===== config.mk =====
export PLATFORM = sky130hd
export DESIGN_NAME = pid_controller_with_slew_flat
export DESIGN_NICKNAME = d
export VERILOG_FILES = /design/src/hw/rtl/pidslew_pkg.sv /design/src/hw/rtl/pidslew_if.sv /design/src/hw/rtl/pid_controller_with_slew.sv /design/src/hw/rtl/pidslew_cfg.sv /design/src/hw/rtl/pidslew_err.sv /design/src/hw/rtl/pidslew_mul.sv /design/src/hw/rtl/pidslew_out.sv /design/src/flat_wrapper.sv
export SDC_FILE = /design/constraint.sdc
export NUM_CORES = 2
export LEC_CHECK = 0
export BUFFER_PORTS_ARGS = -buffer_cell sky130_fd_sc_hd__buf_2
export CAP_MARGIN = 30
export CORE_UTILIZATION = 65
export DETAILED_ROUTE_END_ITERATION = 12
export GPL_ROUTABILITY_DRIVEN = 0
export PLACE_DENSITY = 0.87
export SYNTH_ARGS = -nofsm -noshare
export SYNTH_HDL_FRONTEND = slang
export SYNTH_SLANG_ARGS = --single-unit
export TNS_END_PERCENT = 100

===== constraint.sdc =====
create_clock -name clk -period 12.3 [get_ports clk]
set_clock_uncertainty 0.15 [all_clocks]
set_input_delay 1.845 -clock clk [delete_from_list [all_inputs] [get_ports clk]]
set_output_delay 1.845 -clock clk [all_outputs]
set_load 0.01 [all_outputs]

===== src/hw/rtl/pidslew_pkg.sv =====
// shared types, register indexes and the 32-bit saturation helper
// for the pid controller with slew limiting; no dependencies
`default_nettype none

package pidslew_pkg;

    localparam int POSITION_WIDTH_DEF    = 16;
    localparam int INTEGRAL_DEADBAND_DEF = 5;
    localparam int GAIN_W                = 16;
    localparam int CFG_W                 = 16;
    localparam int CFG_IDX_W             = 3;
    localparam int POWER_W               = 32;

    localparam logic signed [63:0] SAT_MAX = 64'sd2147483647;
    localparam logic signed [63:0] SAT_MIN = -64'sd2147483648;

    typedef enum logic [CFG_IDX_W-1:0] {
        REG_KP_GAIN          = 3'd0,
        REG_KI_GAIN          = 3'd1,
        REG_KD_GAIN          = 3'd2,
        REG_SLEW_STEP        = 3'd3,
        REG_SLEW_ENABLE      = 3'd4,
        REG_ACCEL_LIMIT      = 3'd5,
        REG_INTEGRAL_WINDOW  = 3'd6,
        REG_SETTLE_TOLERANCE = 3'd7
    } cfg_idx_t;

    typedef struct packed {
        logic [GAIN_W-1:0] kp_gain;
        logic [GAIN_W-1:0] ki_gain;
        logic [GAIN_W-1:0] kd_gain;
        logic [CFG_W-1:0]  slew_step;
        logic              slew_enable;
        logic [CFG_W-1:0]  accel_limit;
        logic [CFG_W-1:0]  integral_window;
        logic [CFG_W-1:0]  settle_tolerance;
    } cfg_t;

    // control bits that travel with an item down the pipe
    typedef struct packed {
        logic slew_sel;
        logic settled;
    } stage_ctl_t;

    function automatic logic signed [POWER_W-1:0] sat32(input logic signed [63:0] v);
        logic signed [POWER_W-1:0] r;
        if (v > SAT_MAX)
        begin
            r = POWER_W'(SAT_MAX);
        end
        else if (v < SAT_MIN)
        begin
            r = POWER_W'(SAT_MIN);
        end
        else
        begin
            r = POWER_W'(v);
        end
        return r;
    endfunction

endpackage

`default_nettype wire


===== src/hw/rtl/pidslew_if.sv =====
// valid/ready channel interfaces: position samples, drive results, register writes
// depends on pidslew_pkg
`default_nettype none

interface pidslew_in_if #(
    parameter int PW = pidslew_pkg::POSITION_WIDTH_DEF
) ();
    logic                 valid;
    logic                 ready;
    logic signed [PW-1:0] target_position;
    logic signed [PW-1:0] measured_position;

    modport source (output valid, output target_position, output measured_position,
                    input ready);
    modport sink   (input valid, input target_position, input measured_position,
                    output ready);
endinterface

interface pidslew_out_if ();
    logic                                      valid;
    logic                                      ready;
    logic signed [pidslew_pkg::POWER_W-1:0]    drive_power;
    logic                                      is_settled;

    modport source (output valid, output drive_power, output is_settled, input ready);
    modport sink   (input valid, input drive_power, input is_settled, output ready);
endinterface

interface pidslew_cfg_if ();
    logic                              valid;
    logic                              ready;
    logic [pidslew_pkg::CFG_IDX_W-1:0] index;
    logic [pidslew_pkg::CFG_W-1:0]     data;

    modport source (output valid, output index, output data, input ready);
    modport sink   (input valid, input index, input data, output ready);
endinterface

`default_nettype wire


===== src/hw/rtl/pid_controller_with_slew.sv =====
// top level of the position pid controller with slew limiting
// depends on pidslew_pkg, pidslew_if, pidslew_cfg, pidslew_err, pidslew_mul, pidslew_out
//
// usage
//   sample : valid/ready channel carrying target_position and measured_position
//   result : valid/ready channel carrying drive_power (q24.8, saturated) and is_settled
//   cfg    : register write channel (index, data), always ready; write gains and
//            limits only while no sample is in flight
// pipeline
//   input register -> error/integral/derivative stage -> gain multiply stage
//   -> output register; one sample per cycle sustained while result.ready is high, so a new
//   transfer can be taken every clock while earlier samples are still in the pipe
//   the integral, previous error, settled flag and power feedback are updated as
//   each sample passes its stage, so back to back samples see the right history
// stalls
//   when result.ready is low the output register holds; bubbles ahead of it are
//   squeezed out and sample.ready drops once every stage is full
// reset
//   rst_n clears the valid flags, the integral, previous error, power and settled
//   flag to zero; no clearing pass is needed
`default_nettype none

module pid_controller_with_slew #(
    parameter int POSITION_WIDTH    = pidslew_pkg::POSITION_WIDTH_DEF,
    parameter int INTEGRAL_DEADBAND = pidslew_pkg::INTEGRAL_DEADBAND_DEF
) (
    input  wire logic     clk,
    input  wire logic     rst_n,
    pidslew_in_if.sink    sample,
    pidslew_out_if.source result,
    pidslew_cfg_if.sink   cfg
);

    localparam int GW = pidslew_pkg::GAIN_W;

    pidslew_pkg::cfg_t cfg_regs;

    // error stage to multiply stage
    logic                             err_valid;
    logic                             err_ready;
    logic signed [POSITION_WIDTH:0]   stage_err;
    logic signed [31:0]               stage_sum;
    logic signed [POSITION_WIDTH+1:0] stage_delta;
    pidslew_pkg::stage_ctl_t          stage_ctl;

    // multiply stage to output stage
    logic                                term_valid;
    logic                                term_ready;
    logic signed [GW+POSITION_WIDTH:0]   p_term;
    logic signed [GW+31:0]               i_term;
    logic signed [GW+POSITION_WIDTH+1:0] d_term;
    pidslew_pkg::stage_ctl_t             term_ctl;

    // register file, written by index
    pidslew_cfg u_cfg (
        .clk      (clk),
        .rst_n    (rst_n),
        .wr_valid (cfg.valid),
        .wr_ready (cfg.ready),
        .wr_index (cfg.index),
        .wr_data  (cfg.data),
        .cfg_regs (cfg_regs)
    );

    // input register, error, integral, derivative, settled and slew decision
    pidslew_err #(
        .POSITION_WIDTH    (POSITION_WIDTH),
        .INTEGRAL_DEADBAND (INTEGRAL_DEADBAND)
    ) u_err (
        .clk               (clk),
        .rst_n             (rst_n),
        .cfg_regs          (cfg_regs),
        .up_valid          (sample.valid),
        .up_ready          (sample.ready),
        .target_position   (sample.target_position),
        .measured_position (sample.measured_position),
        .dn_valid          (err_valid),
        .dn_ready          (err_ready),
        .stage_err         (stage_err),
        .stage_sum         (stage_sum),
        .stage_delta       (stage_delta),
        .stage_ctl         (stage_ctl)
    );

    // three gain multiplies in parallel
    pidslew_mul #(
        .POSITION_WIDTH (POSITION_WIDTH)
    ) u_mul (
        .clk         (clk),
        .rst_n       (rst_n),
        .cfg_regs    (cfg_regs),
        .up_valid    (err_valid),
        .up_ready    (err_ready),
        .stage_err   (stage_err),
        .stage_sum   (stage_sum),
        .stage_delta (stage_delta),
        .stage_ctl   (stage_ctl),
        .dn_valid    (term_valid),
        .dn_ready    (term_ready),
        .p_term      (p_term),
        .i_term      (i_term),
        .d_term      (d_term),
        .term_ctl    (term_ctl)
    );

    // sum and saturate, or slew from the previous power
    pidslew_out #(
        .POSITION_WIDTH (POSITION_WIDTH)
    ) u_out (
        .clk         (clk),
        .rst_n       (rst_n),
        .cfg_regs    (cfg_regs),
        .up_valid    (term_valid),
        .up_ready    (term_ready),
        .p_term      (p_term),
        .i_term      (i_term),
        .d_term      (d_term),
        .term_ctl    (term_ctl),
        .dn_valid    (result.valid),
        .dn_ready    (result.ready),
        .drive_power (result.drive_power),
        .is_settled  (result.is_settled)
    );

endmodule

`default_nettype wire


===== src/hw/rtl/pidslew_cfg.sv =====
// configuration register file for the pid controller
// depends on pidslew_pkg
`default_nettype none

module pidslew_cfg (
    input  wire logic                              clk,
    input  wire logic                              rst_n,
    input  wire logic                              wr_valid,
    output logic                                   wr_ready,
    input  wire logic [pidslew_pkg::CFG_IDX_W-1:0] wr_index,
    input  wire logic [pidslew_pkg::CFG_W-1:0]     wr_data,
    output pidslew_pkg::cfg_t                      cfg_regs
);

    pidslew_pkg::cfg_t cfg_reg;
    pidslew_pkg::cfg_t cfg_next;

    assign wr_ready = 1'b1;
    assign cfg_regs = cfg_reg;

    always_comb
    begin
        cfg_next = cfg_reg;
        if (wr_valid)
        begin
            unique case (pidslew_pkg::cfg_idx_t'(wr_index))
                pidslew_pkg::REG_KP_GAIN:          cfg_next.kp_gain          = wr_data;
                pidslew_pkg::REG_KI_GAIN:          cfg_next.ki_gain          = wr_data;
                pidslew_pkg::REG_KD_GAIN:          cfg_next.kd_gain          = wr_data;
                pidslew_pkg::REG_SLEW_STEP:        cfg_next.slew_step        = wr_data;
                pidslew_pkg::REG_SLEW_ENABLE:      cfg_next.slew_enable      = wr_data[0];
                pidslew_pkg::REG_ACCEL_LIMIT:      cfg_next.accel_limit      = wr_data;
                pidslew_pkg::REG_INTEGRAL_WINDOW:  cfg_next.integral_window  = wr_data;
                pidslew_pkg::REG_SETTLE_TOLERANCE: cfg_next.settle_tolerance = wr_data;
                default:                           cfg_next                  = cfg_reg;
            endcase
        end
    end

    always_ff @(posedge clk or negedge rst_n)
    begin
        if (!rst_n)
        begin
            cfg_reg <= '0;
        end
        else
        begin
            cfg_reg <= cfg_next;
        end
    end

endmodule

`default_nettype wire


===== src/hw/rtl/pidslew_err.sv =====
// input register, error / integral / derivative stage and the loop state
// depends on pidslew_pkg
`default_nettype none

module pidslew_err #(
    parameter int POSITION_WIDTH    = pidslew_pkg::POSITION_WIDTH_DEF,
    parameter int INTEGRAL_DEADBAND = pidslew_pkg::INTEGRAL_DEADBAND_DEF
) (
    input  wire logic                             clk,
    input  wire logic                             rst_n,
    input  wire pidslew_pkg::cfg_t                cfg_regs,
    input  wire logic                             up_valid,
    output logic                                  up_ready,
    input  wire logic signed [POSITION_WIDTH-1:0] target_position,
    input  wire logic signed [POSITION_WIDTH-1:0] measured_position,
    output logic                                  dn_valid,
    input  wire logic                             dn_ready,
    output logic signed [POSITION_WIDTH:0]        stage_err,
    output logic signed [31:0]                    stage_sum,
    output logic signed [POSITION_WIDTH+1:0]      stage_delta,
    output pidslew_pkg::stage_ctl_t               stage_ctl
);

    localparam int EW  = POSITION_WIDTH + 1;
    localparam int DW  = POSITION_WIDTH + 2;
    localparam int MW  = (DW > pidslew_pkg::CFG_W + 1) ? DW : pidslew_pkg::CFG_W + 1;
    localparam int ISW = ((EW > 32) ? EW : 32) + 1;

    // input register
    logic                             in_v_reg;
    logic signed [POSITION_WIDTH-1:0] target_reg;
    logic signed [POSITION_WIDTH-1:0] measured_reg;

    // loop state
    logic signed [31:0]   error_sum_reg;
    logic signed [EW-1:0] last_error_reg;
    logic                 settled_reg;

    // stage register
    logic                    st_v_reg;
    logic signed [EW-1:0]    st_err_reg;
    logic signed [31:0]      st_sum_reg;
    logic signed [DW-1:0]    st_delta_reg;
    pidslew_pkg::stage_ctl_t st_ctl_reg;

    logic                    st_ready;
    logic                    adv;
    logic signed [EW-1:0]    err_val;
    logic [EW-1:0]           err_mag;
    logic                    integ_on;
    logic signed [ISW-1:0]   isum;
    logic signed [31:0]      error_sum_next;
    logic signed [DW-1:0]    delta;
    logic [DW-1:0]           delta_mag;
    logic                    settled_next;
    pidslew_pkg::stage_ctl_t ctl_next;

    assign st_ready = !st_v_reg || dn_ready;
    assign up_ready = !in_v_reg || st_ready;
    assign adv      = in_v_reg && st_ready;

    always_comb
    begin
        err_val  = EW'(target_reg) - EW'(measured_reg);
        err_mag  = err_val[EW-1] ? EW'(-err_val) : EW'(err_val);
        integ_on = (MW'(err_mag) < MW'(cfg_regs.integral_window)) &&
                   (MW'(err_mag) > MW'(INTEGRAL_DEADBAND));
        isum     = ISW'(error_sum_reg) + ISW'(err_val);
        error_sum_next = integ_on ? pidslew_pkg::sat32(64'(isum)) : '0;

        delta     = DW'(err_val) - DW'(last_error_reg);
        delta_mag = delta[DW-1] ? DW'(-delta) : DW'(delta);
        settled_next = settled_reg ||
                       (MW'(delta_mag) < MW'(cfg_regs.settle_tolerance));

        ctl_next.settled  = settled_next;
        ctl_next.slew_sel = cfg_regs.slew_enable &&
                            (MW'(delta_mag) > MW'(cfg_regs.accel_limit));
    end

    always_ff @(posedge clk or negedge rst_n)
    begin
        if (!rst_n)
        begin
            in_v_reg       <= 1'b0;
            st_v_reg       <= 1'b0;
            error_sum_reg  <= '0;
            last_error_reg <= '0;
            settled_reg    <= 1'b0;
        end
        else
        begin
            if (up_ready)
            begin
                in_v_reg <= up_valid;
            end
            if (st_ready)
            begin
                st_v_reg <= in_v_reg;
            end
            if (adv)
            begin
                error_sum_reg  <= error_sum_next;
                last_error_reg <= err_val;
                settled_reg    <= settled_next;
            end
        end
    end

    always_ff @(posedge clk)
    begin
        if (up_ready && up_valid)
        begin
            target_reg   <= target_position;
            measured_reg <= measured_position;
        end
        if (adv)
        begin
            st_err_reg   <= err_val;
            st_sum_reg   <= error_sum_next;
            st_delta_reg <= delta;
            st_ctl_reg   <= ctl_next;
        end
    end

    assign dn_valid    = st_v_reg;
    assign stage_err   = st_err_reg;
    assign stage_sum   = st_sum_reg;
    assign stage_delta = st_delta_reg;
    assign stage_ctl   = st_ctl_reg;

    // settled is sticky until reset
    a_settled_sticky: assert property (@(posedge clk) disable iff (!rst_n)
        settled_reg |=> settled_reg)
        else $error("settled flag dropped");

    // integral clears whenever an item falls outside the window or inside the deadband
    a_integ_clear: assert property (@(posedge clk) disable iff (!rst_n)
        adv && !integ_on |=> error_sum_reg == 32'sd0)
        else $error("integral not cleared outside window");

endmodule

`default_nettype wire


===== src/hw/rtl/pidslew_mul.sv =====
// gain multiply stage: p, i and d terms registered
// depends on pidslew_pkg
`default_nettype none

module pidslew_mul #(
    parameter int POSITION_WIDTH = pidslew_pkg::POSITION_WIDTH_DEF
) (
    input  wire logic                             clk,
    input  wire logic                             rst_n,
    input  wire pidslew_pkg::cfg_t                cfg_regs,
    input  wire logic                             up_valid,
    output logic                                  up_ready,
    input  wire logic signed [POSITION_WIDTH:0]   stage_err,
    input  wire logic signed [31:0]               stage_sum,
    input  wire logic signed [POSITION_WIDTH+1:0] stage_delta,
    input  wire pidslew_pkg::stage_ctl_t          stage_ctl,
    output logic                                  dn_valid,
    input  wire logic                             dn_ready,
    output logic signed [pidslew_pkg::GAIN_W+POSITION_WIDTH:0]   p_term,
    output logic signed [pidslew_pkg::GAIN_W+31:0]               i_term,
    output logic signed [pidslew_pkg::GAIN_W+POSITION_WIDTH+1:0] d_term,
    output pidslew_pkg::stage_ctl_t               term_ctl
);

    localparam int PPW = pidslew_pkg::GAIN_W + POSITION_WIDTH + 1;
    localparam int IPW = pidslew_pkg::GAIN_W + 32;
    localparam int DPW = pidslew_pkg::GAIN_W + POSITION_WIDTH + 2;

    logic                    v_reg;
    logic signed [PPW-1:0]   p_reg;
    logic signed [IPW-1:0]   i_reg;
    logic signed [DPW-1:0]   d_reg;
    pidslew_pkg::stage_ctl_t ctl_reg;

    logic signed [PPW-1:0] p_next;
    logic signed [IPW-1:0] i_next;
    logic signed [DPW-1:0] d_next;

    assign up_ready = !v_reg || dn_ready;

    // q8.8 gain times integer gives q.8 output units directly
    always_comb
    begin
        p_next = PPW'($signed(cfg_regs.kp_gain)) * PPW'(stage_err);
        i_next = IPW'($signed(cfg_regs.ki_gain)) * IPW'(stage_sum);
        d_next = DPW'($signed(cfg_regs.kd_gain)) * DPW'(stage_delta);
    end

    always_ff @(posedge clk or negedge rst_n)
    begin
        if (!rst_n)
        begin
            v_reg <= 1'b0;
        end
        else if (up_ready)
        begin
            v_reg <= up_valid;
        end
    end

    always_ff @(posedge clk)
    begin
        if (up_ready && up_valid)
        begin
            p_reg   <= p_next;
            i_reg   <= i_next;
            d_reg   <= d_next;
            ctl_reg <= stage_ctl;
        end
    end

    assign dn_valid = v_reg;
    assign p_term   = p_reg;
    assign i_term   = i_reg;
    assign d_term   = d_reg;
    assign term_ctl = ctl_reg;

endmodule

`default_nettype wire


===== src/hw/rtl/pidslew_out.sv =====
// output stage: saturated pid sum or slew step, result register
// depends on pidslew_pkg
`default_nettype none

module pidslew_out #(
    parameter int POSITION_WIDTH = pidslew_pkg::POSITION_WIDTH_DEF
) (
    input  wire logic                 clk,
    input  wire logic                 rst_n,
    input  wire pidslew_pkg::cfg_t    cfg_regs,
    input  wire logic                 up_valid,
    output logic                      up_ready,
    input  wire logic signed [pidslew_pkg::GAIN_W+POSITION_WIDTH:0]   p_term,
    input  wire logic signed [pidslew_pkg::GAIN_W+31:0]               i_term,
    input  wire logic signed [pidslew_pkg::GAIN_W+POSITION_WIDTH+1:0] d_term,
    input  wire pidslew_pkg::stage_ctl_t                              term_ctl,
    output logic                                        dn_valid,
    input  wire logic                                   dn_ready,
    output logic signed [pidslew_pkg::POWER_W-1:0]      drive_power,
    output logic                                        is_settled
);

    localparam int DPW = pidslew_pkg::GAIN_W + POSITION_WIDTH + 2;
    localparam int IPW = pidslew_pkg::GAIN_W + 32;
    localparam int SW  = ((DPW > IPW) ? DPW : IPW) + 2;
    localparam int SLW = pidslew_pkg::POWER_W + 2;

    logic                                   v_reg;
    logic signed [pidslew_pkg::POWER_W-1:0] power_reg;
    logic                                   settled_reg;

    logic                                   adv;
    logic signed [SW-1:0]                   total;
    logic signed [SLW-1:0]                  step_s;
    logic signed [SLW-1:0]                  slewed;
    logic                                   p_pos;
    logic signed [pidslew_pkg::POWER_W-1:0] power_next;

    assign up_ready = !v_reg || dn_ready;
    assign adv      = up_valid && up_ready;

    always_comb
    begin
        total  = SW'(p_term) + SW'(i_term) + SW'(d_term);
        step_s = SLW'($signed({1'b0, cfg_regs.slew_step}));
        // zero p term steps down
        p_pos  = p_term > 0;
        slewed = p_pos ? SLW'(power_reg) + step_s : SLW'(power_reg) - step_s;
        if (term_ctl.slew_sel)
        begin
            power_next = pidslew_pkg::sat32(64'(slewed));
        end
        else
        begin
            power_next = pidslew_pkg::sat32(64'(total));
        end
    end

    always_ff @(posedge clk or negedge rst_n)
    begin
        if (!rst_n)
        begin
            v_reg       <= 1'b0;
            power_reg   <= '0;
            settled_reg <= 1'b0;
        end
        else
        begin
            if (up_ready)
            begin
                v_reg <= up_valid;
            end
            if (adv)
            begin
                power_reg   <= power_next;
                settled_reg <= term_ctl.settled;
            end
        end
    end

    assign dn_valid    = v_reg;
    assign drive_power = power_reg;
    assign is_settled  = settled_reg;

    // a positive slew step never lowers the power
    a_slew_up: assert property (@(posedge clk) disable iff (!rst_n)
        adv && term_ctl.slew_sel && (p_term > 0) |=> power_reg >= $past(power_reg))
        else $error("slew up lowered power");

    // power only moves on a transfer into the result register
    a_power_hold: assert property (@(posedge clk) disable iff (!rst_n)
        !adv |=> $stable(power_reg))
        else $error("power changed without a transfer");

endmodule

`default_nettype wire

===== src/flat_wrapper.sv =====
// flat-port wrapper written by rule: the top's interface ports become plain ports
module pid_controller_with_slew_flat 
#(
    parameter int POSITION_WIDTH    = pidslew_pkg::POSITION_WIDTH_DEF,
    parameter int INTEGRAL_DEADBAND = pidslew_pkg::INTEGRAL_DEADBAND_DEF
)
  (clk, rst_n, sample_valid, sample_target_position, sample_measured_position, sample_ready, result_valid, result_drive_power, result_is_settled, result_ready, cfg_valid, cfg_index, cfg_data, cfg_ready);
  pidslew_in_if sample_i ();
  pidslew_out_if result_i ();
  pidslew_cfg_if cfg_i ();
  input  wire logic clk;
  input  wire logic rst_n;
  input wire logic [$bits(sample_i.valid)-1:0] sample_valid;
  input wire logic [$bits(sample_i.target_position)-1:0] sample_target_position;
  input wire logic [$bits(sample_i.measured_position)-1:0] sample_measured_position;
  output wire logic [$bits(sample_i.ready)-1:0] sample_ready;
  output wire logic [$bits(result_i.valid)-1:0] result_valid;
  output wire logic [$bits(result_i.drive_power)-1:0] result_drive_power;
  output wire logic [$bits(result_i.is_settled)-1:0] result_is_settled;
  input wire logic [$bits(result_i.ready)-1:0] result_ready;
  input wire logic [$bits(cfg_i.valid)-1:0] cfg_valid;
  input wire logic [$bits(cfg_i.index)-1:0] cfg_index;
  input wire logic [$bits(cfg_i.data)-1:0] cfg_data;
  output wire logic [$bits(cfg_i.ready)-1:0] cfg_ready;
  assign sample_i.valid = sample_valid;
  assign sample_i.target_position = sample_target_position;
  assign sample_i.measured_position = sample_measured_position;
  assign sample_ready = sample_i.ready;
  assign result_valid = result_i.valid;
  assign result_drive_power = result_i.drive_power;
  assign result_is_settled = result_i.is_settled;
  assign result_i.ready = result_ready;
  assign cfg_i.valid = cfg_valid;
  assign cfg_i.index = cfg_index;
  assign cfg_i.data = cfg_data;
  assign cfg_ready = cfg_i.ready;
  pid_controller_with_slew #(.POSITION_WIDTH(POSITION_WIDTH), .INTEGRAL_DEADBAND(INTEGRAL_DEADBAND)) u_core (.clk(clk), .rst_n(rst_n), .sample(sample_i), .result(result_i), .cfg(cfg_i));
endmodule

; Word-level counts from Yosys, hierarchy flattened
; Index checks and enable logic that the tools add are counted.
[totals]
out_inout_bits = 36
inputBits = 56
ff_bits = 418
[classes]
n_addsub = 9
order_cmp = 11
n_eq_ne = 7
multipliers = 3
n_reduce_logical = 24
n_mux = 11
[op_table]
columns = operator, n
row1 = $mux 32, 8
row2 = $add 32x17->33, 2
row3 = $add 49x34->50, 1
row4 = $gt 50x32->1 const B, 1
row5 = $lt 50x32->1 const B, 1
row6 = $add 33x48->49, 1
row7 = $mul 16x32->48, 1
row8 = $gt 34x32->1 const B, 1
row9 = $lt 34x32->1 const B, 1
row10 = $mul 16x18->34, 1
row11 = $mux 34, 1
row12 = $gt 33x1->1 const B, 1
row13 = $gt 33x32->1 const B, 1
row14 = $lt 33x32->1 const B, 1
row15 = $mul 16x17->33, 1
row16 = $sub 32x17->33, 1
row17 = $gt 18x16->1, 1
row18 = $lt 18x16->1, 1
row19 = $mux 18, 1
row20 = $neg 18->18, 1
row21 = $sub 17x17->18, 1
row22 = $gt 17x3->1 const B, 1
row23 = $lt 17x16->1, 1
row24 = $mux 17, 1
row25 = 10 further kinds, 33

; Longest topological paths before layout
[logic_depth]
depth_word = 6
mapped_depth = 35
mapped_depth_nobuf = 34

; Hierarchy
; Synthesis repeated with hierarchy kept, for this count alone.
[hier_totals]
hier_cells = 7039
hier_area_um2 = 66316.1
[modules_own_cells]
columns = module, cells_each, area_per_inst_um2, seq_area_each_um2, instances
row1 = pidslew_mul, 4489, 42311.8, 3538.4, 1
row2 = pidslew_err, 1251, 11497.3, 4334.2, 1
row3 = pidslew_out, 1050, 8141.6, 850.8, 1
row4 = pidslew_cfg, 249, 4365.4, 2827.7, 1

; Worst setup path before layout
; OpenSTA, ideal clock, no wires.
[synth_path]
path_type = reg2reg
from = reg u_core.u_cfg.cfg_reg, in the netlist u_core.u_cfg.cfg_regs[66]
to = reg u_core.u_mul.d_reg[30], in the netlist u_core.u_mul.d_term[30] (data pin)
arrival_time_ns = 6.474
slack_ns = 5.418
stages_incl_launch_ff = 26
n_path_buf = 2
synth_period_minus_slack_ns = 6.882
t_required_ns = 11.892
cell_sequence = dfrtp_1 > clkbuf_1 > clkbuf_1 > nand2_1 > fa_1 > inv_1 > fa_1 > fa_1 > fa_1 > inv_1 > fa_1 > inv_1 > fa_1 > ha_1 > and2_1 > a221oi_1 > nand2_1 > a21oi_1 > or3_1 > a31oi_1 > a2111o_1 > a211oi_1 > nor2_1 > a21o_1 > a21oi_1 > xnor2_1
[synth_via]
elab_chain_cells = 1
[synth_rtl]
columns = item, line_no
row1 = from (decl), pidslew_cfg.sv:15  ; pidslew_pkg::cfg_t cfg_reg;
row2 = from (signal assigned), pidslew_cfg.sv:48  ; cfg_reg <= cfg_next;
row3 = $mul 16x18->34, pidslew_mul.sv:46  ; d_next = DPW'($signed(cfg_regs.kd_gain)) * DPW'(stage_delta);
row4 = via u_core.u_mul.d_next[30], pidslew_mul.sv:37  ; logic signed [DPW-1:0] d_next;
row5 = to (signal assigned), pidslew_mul.sv:67  ; d_reg <= d_next;
row6 = to (decl), pidslew_mul.sv:32  ; logic signed [DPW-1:0] d_reg;
; The timed path passes the listed nets, and every way through them passes these cells.
; A chain may end at the register's enable or synchronous reset.

==> impl_metrics.ini <==
[global_route]
grt-ovfl-total = 0
grt_max_degree = 90
track_usage = 0.350
grt_pass1_vias = 51687
grt_first_pass_wirelength_mm = 271
antenna_found_initial = 12

[synth]
yosysWarnings = 0
syn_area_per_cell_um2 = 9.58
seq_area_frac_synth = 0.180
synth_edf_count = 218
async_reset_ff_frac = 0.478
synth_cell_type_count = 95
syn_area_um2 = 64000
synth_nets = 8325
ys_ff_latch = 418
synthFlopType = edfxtp_1
syn_inst = 6685

[setup_path]
path_buf_inv = 2
cp.arrival_ps = 8260
reg2regPathDepth = 31
critPathMaxFanout = 13
end_kind = flop
crit_required_ps = 12510
startpoint_type = flop
r2r_end = u_core.u_err.stage_ctl[1]
slowest_stage = a31oi_1
cpPeakStageDelay_ps = 640
critical_path_class = flop to flop
worstReg2RegStart = u_core.u_err.measured_reg[0]
r2r_slack_ps = 4250
cp_top_family = compound AO/OA/AOI/OAI gates

[placed_design]
placed_cell_area_um2 = 65600
dp_hpwl_mm = 130
dp.cells = 7839
io_buffers = 90

[route]
drt-wirelength-per-cell_um = 21.3
avgViaCountPerCell = 6.14
wl_mm = 169
drc = 0
drtIter0Drc = 5178
firstDrtPassIters = 10
final_antenna_net_count = 0
vias = 48795

[cts]
cts_sinks = 418
cts-root-buf = clkbuf_16
cts_tree = done
cts_resized = 0
cts_hold_buf = 0
postCtsSetupBuffers = 0
clk_latency_ps = 660
cts_buffer_depth = 3
cts_max_level = 2
cts_buffers = 49
clkSlewWorstSetupHoldPaths_ps = 60

[die]
pin_count = 92
die_y_um = 316
core_area_um2 = 97100
die_x_um = 316
std_cell_rows = 114
start_util = 0.659
die-area_um2 = 99800

[status]
status = finished clean

[sta]
setup_violations = 0
tns_ps = 0
hold_viol = 0
slew_viol_final = 0
whs_ps = 331
tightestPinTransition_ps = 1050
fmax_mhz = 124
post-route-period-util = 0.655
slew_headroom = 0.302
finalCriticalPeriod_ps = 8050
rsz0062_at_grt = no

[min_path]
holdPathEnd = u_core.u_err.last_error_reg[2]
hold_start = u_core.u_err.last_error_reg[2]
hp-class = flop to flop
whs_path_depth = 2

[layout]
nNetsFinal = 8258
drive_above_1_share = 0.0568
fill_cells = 6562
largest_reg_flops = 113
final_area_um2 = 67500
syn_to_final_growth_pct = 5.45
instances_no_fill = 7944

[run]
drv_cap = 0
cells in the mapped netlist, types with 7 or more instances:
cell type  instances  share of area
xnor2_1          169          0.023
o41ai_1           17         0.0023
a211oi_1          21         0.0025
buf_2             14         0.0011
nor3b_1            8        0.00094
clkbuf_1         219          0.013
o21ai_0          145          0.011
o31ai_1           58         0.0068
mux2_2           112          0.020
a21boi_0          12         0.0014
ha_1             479          0.094
nor2_1           251          0.015
or3_1             24         0.0023
a221oi_1          33         0.0045
a21oi_1          247          0.019
nand3_1           54         0.0042
or2_2             13         0.0013
a21o_1           112          0.013
buf_1             14        0.00082
o211ai_1          19         0.0022
inv_1           1252          0.073
a311oi_1           7        0.00096
and3_1            34         0.0033
nand2_1          875          0.051
xor2_1            98          0.013
a31oi_1           42         0.0041
a211o_1            7        0.00096
fa_1            1105           0.35
o21a_1            43         0.0050
a31o_2             9         0.0012
and2_1           383          0.037
and4_1             7        0.00096
edfxtp_1         218           0.10
nand2b_1          95         0.0093
o21bai_1          28         0.0033
nand4_1           37         0.0036
nor4_1            23         0.0022
dfrtp_1          200          0.078
nor3_1            36         0.0028
nor2b_1           43         0.0042
layout make-up:
cell class / count / area [µm²] / area share
multi-input combinational: 4759 / 46800 / 0.693
clock buffer: 57 / 1280 / 0.0189
clock inverter: 35 / 543 / 0.00804
timing repair buffer: 136 / 1050 / 0.0155
tap: 1276 / 1600 / 0.0236
inverter: 1254 / 4710 / 0.0697
sequential: 418 / 11600 / 0.171
antenna: 9 / 22.5 / 0.000334
per-stage QoR:
stage / setup slack [ps] / util
floorplan: 5420 / -
global placement: 4570 / 0.673
detailed placement: 4460 / 0.675
CTS: 4400 / 0.694
global route: 3770 / 0.695
finish: 4250 / 0.695
per-layer routing:
metal	share of wire	wire length (µm)	track usage	vias to the layer above
met2	0.46	78000	0.560	2940
met5	0.0012	207	0	-
met1	0.36	61200	0.437	24069
met3	0.12	19700	0.0956	717
li1	-	-	-	21045
met4	0.061	10300	0.182	24
worst max path at each step:
stage	slack (ps)	startpoint	to	depth (start not counted)
floorplan	5420	u_core.u_cfg.cfg_regs[66]	u_core.u_mul.d_term[30]	25
global placement	4570	u_core.u_cfg.cfg_regs[82]	u_core.u_mul.i_term[46]	24
detailed placement	4460	u_core.u_err.measured_reg[0]	u_core.u_err.stage_ctl[1]	31
CTS	4400	u_core.u_err.measured_reg[0]	u_core.u_err.stage_ctl[1]	31
global route	3770	u_core.u_err.measured_reg[0]	u_core.u_err.stage_ctl[1]	31
finish	4250	u_core.u_err.measured_reg[0]	u_core.u_err.stage_ctl[1]	31
cells by family (layout without fill, tap and decap cells):
| group | Yosys count | after routing | share of synthesized area |
|---|---|---|---|
| simple gates | 1914 | 1914 | 0.143 |
| other cells | 1 | 10 | 0.0000586 |
| mux | 116 | 116 | 0.0203 |
| xor+xnor | 270 | 270 | 0.0374 |
| buf+inv | 1508 | 1482 | 0.0894 |
| compound gates | 872 | 872 | 0.0901 |
| fa+ha+maj | 1586 | 1586 | 0.439 |
| flops | 418 | 418 | 0.180 |
worst min-delay path: cells and delay by family, from the launching register on:
family          cells  cell delay [ps]
compound gates      1               60
flops               1              340
simple gates        1               50
layout by cell type, fill, tap and decap left out, types with 13 or more instances in the layout:
master     synthesis  layout
a21oi_1          247     247
edfxtp_1         218     218
nor3_1            36      35
nand3_1           54      54
buf_2             14      89
nand2b_1          95      95
fa_1            1105    1105
o21a_1            43      43
inv_1           1252    1251
o21ai_0          145     145
dfrtp_1          200     200
and3_1            34      34
or2_2             13      13
xnor2_1          169     169
o211ai_1          19      19
nor2b_1           43      43
nor2_1           251     250
mux2_2           112     112
nand2_1          875     874
and2_1           383     382
a211oi_1          21      21
clkbuf_16          0      49
nor4_1            23      23
xor2_1            98      98
a21o_1           112     112
o31ai_1           58      58
ha_1             479     479
buf_4              1      31
o41ai_1           17      17
o21bai_1          28      28
nand4_1           37      37
a221oi_1          33      33
or3_1             24      24
a31oi_1           42      42
Power is left out: the tool's default activity adds up to more than one toggle a clock period on the data nets, which glitch-free logic cannot reach.
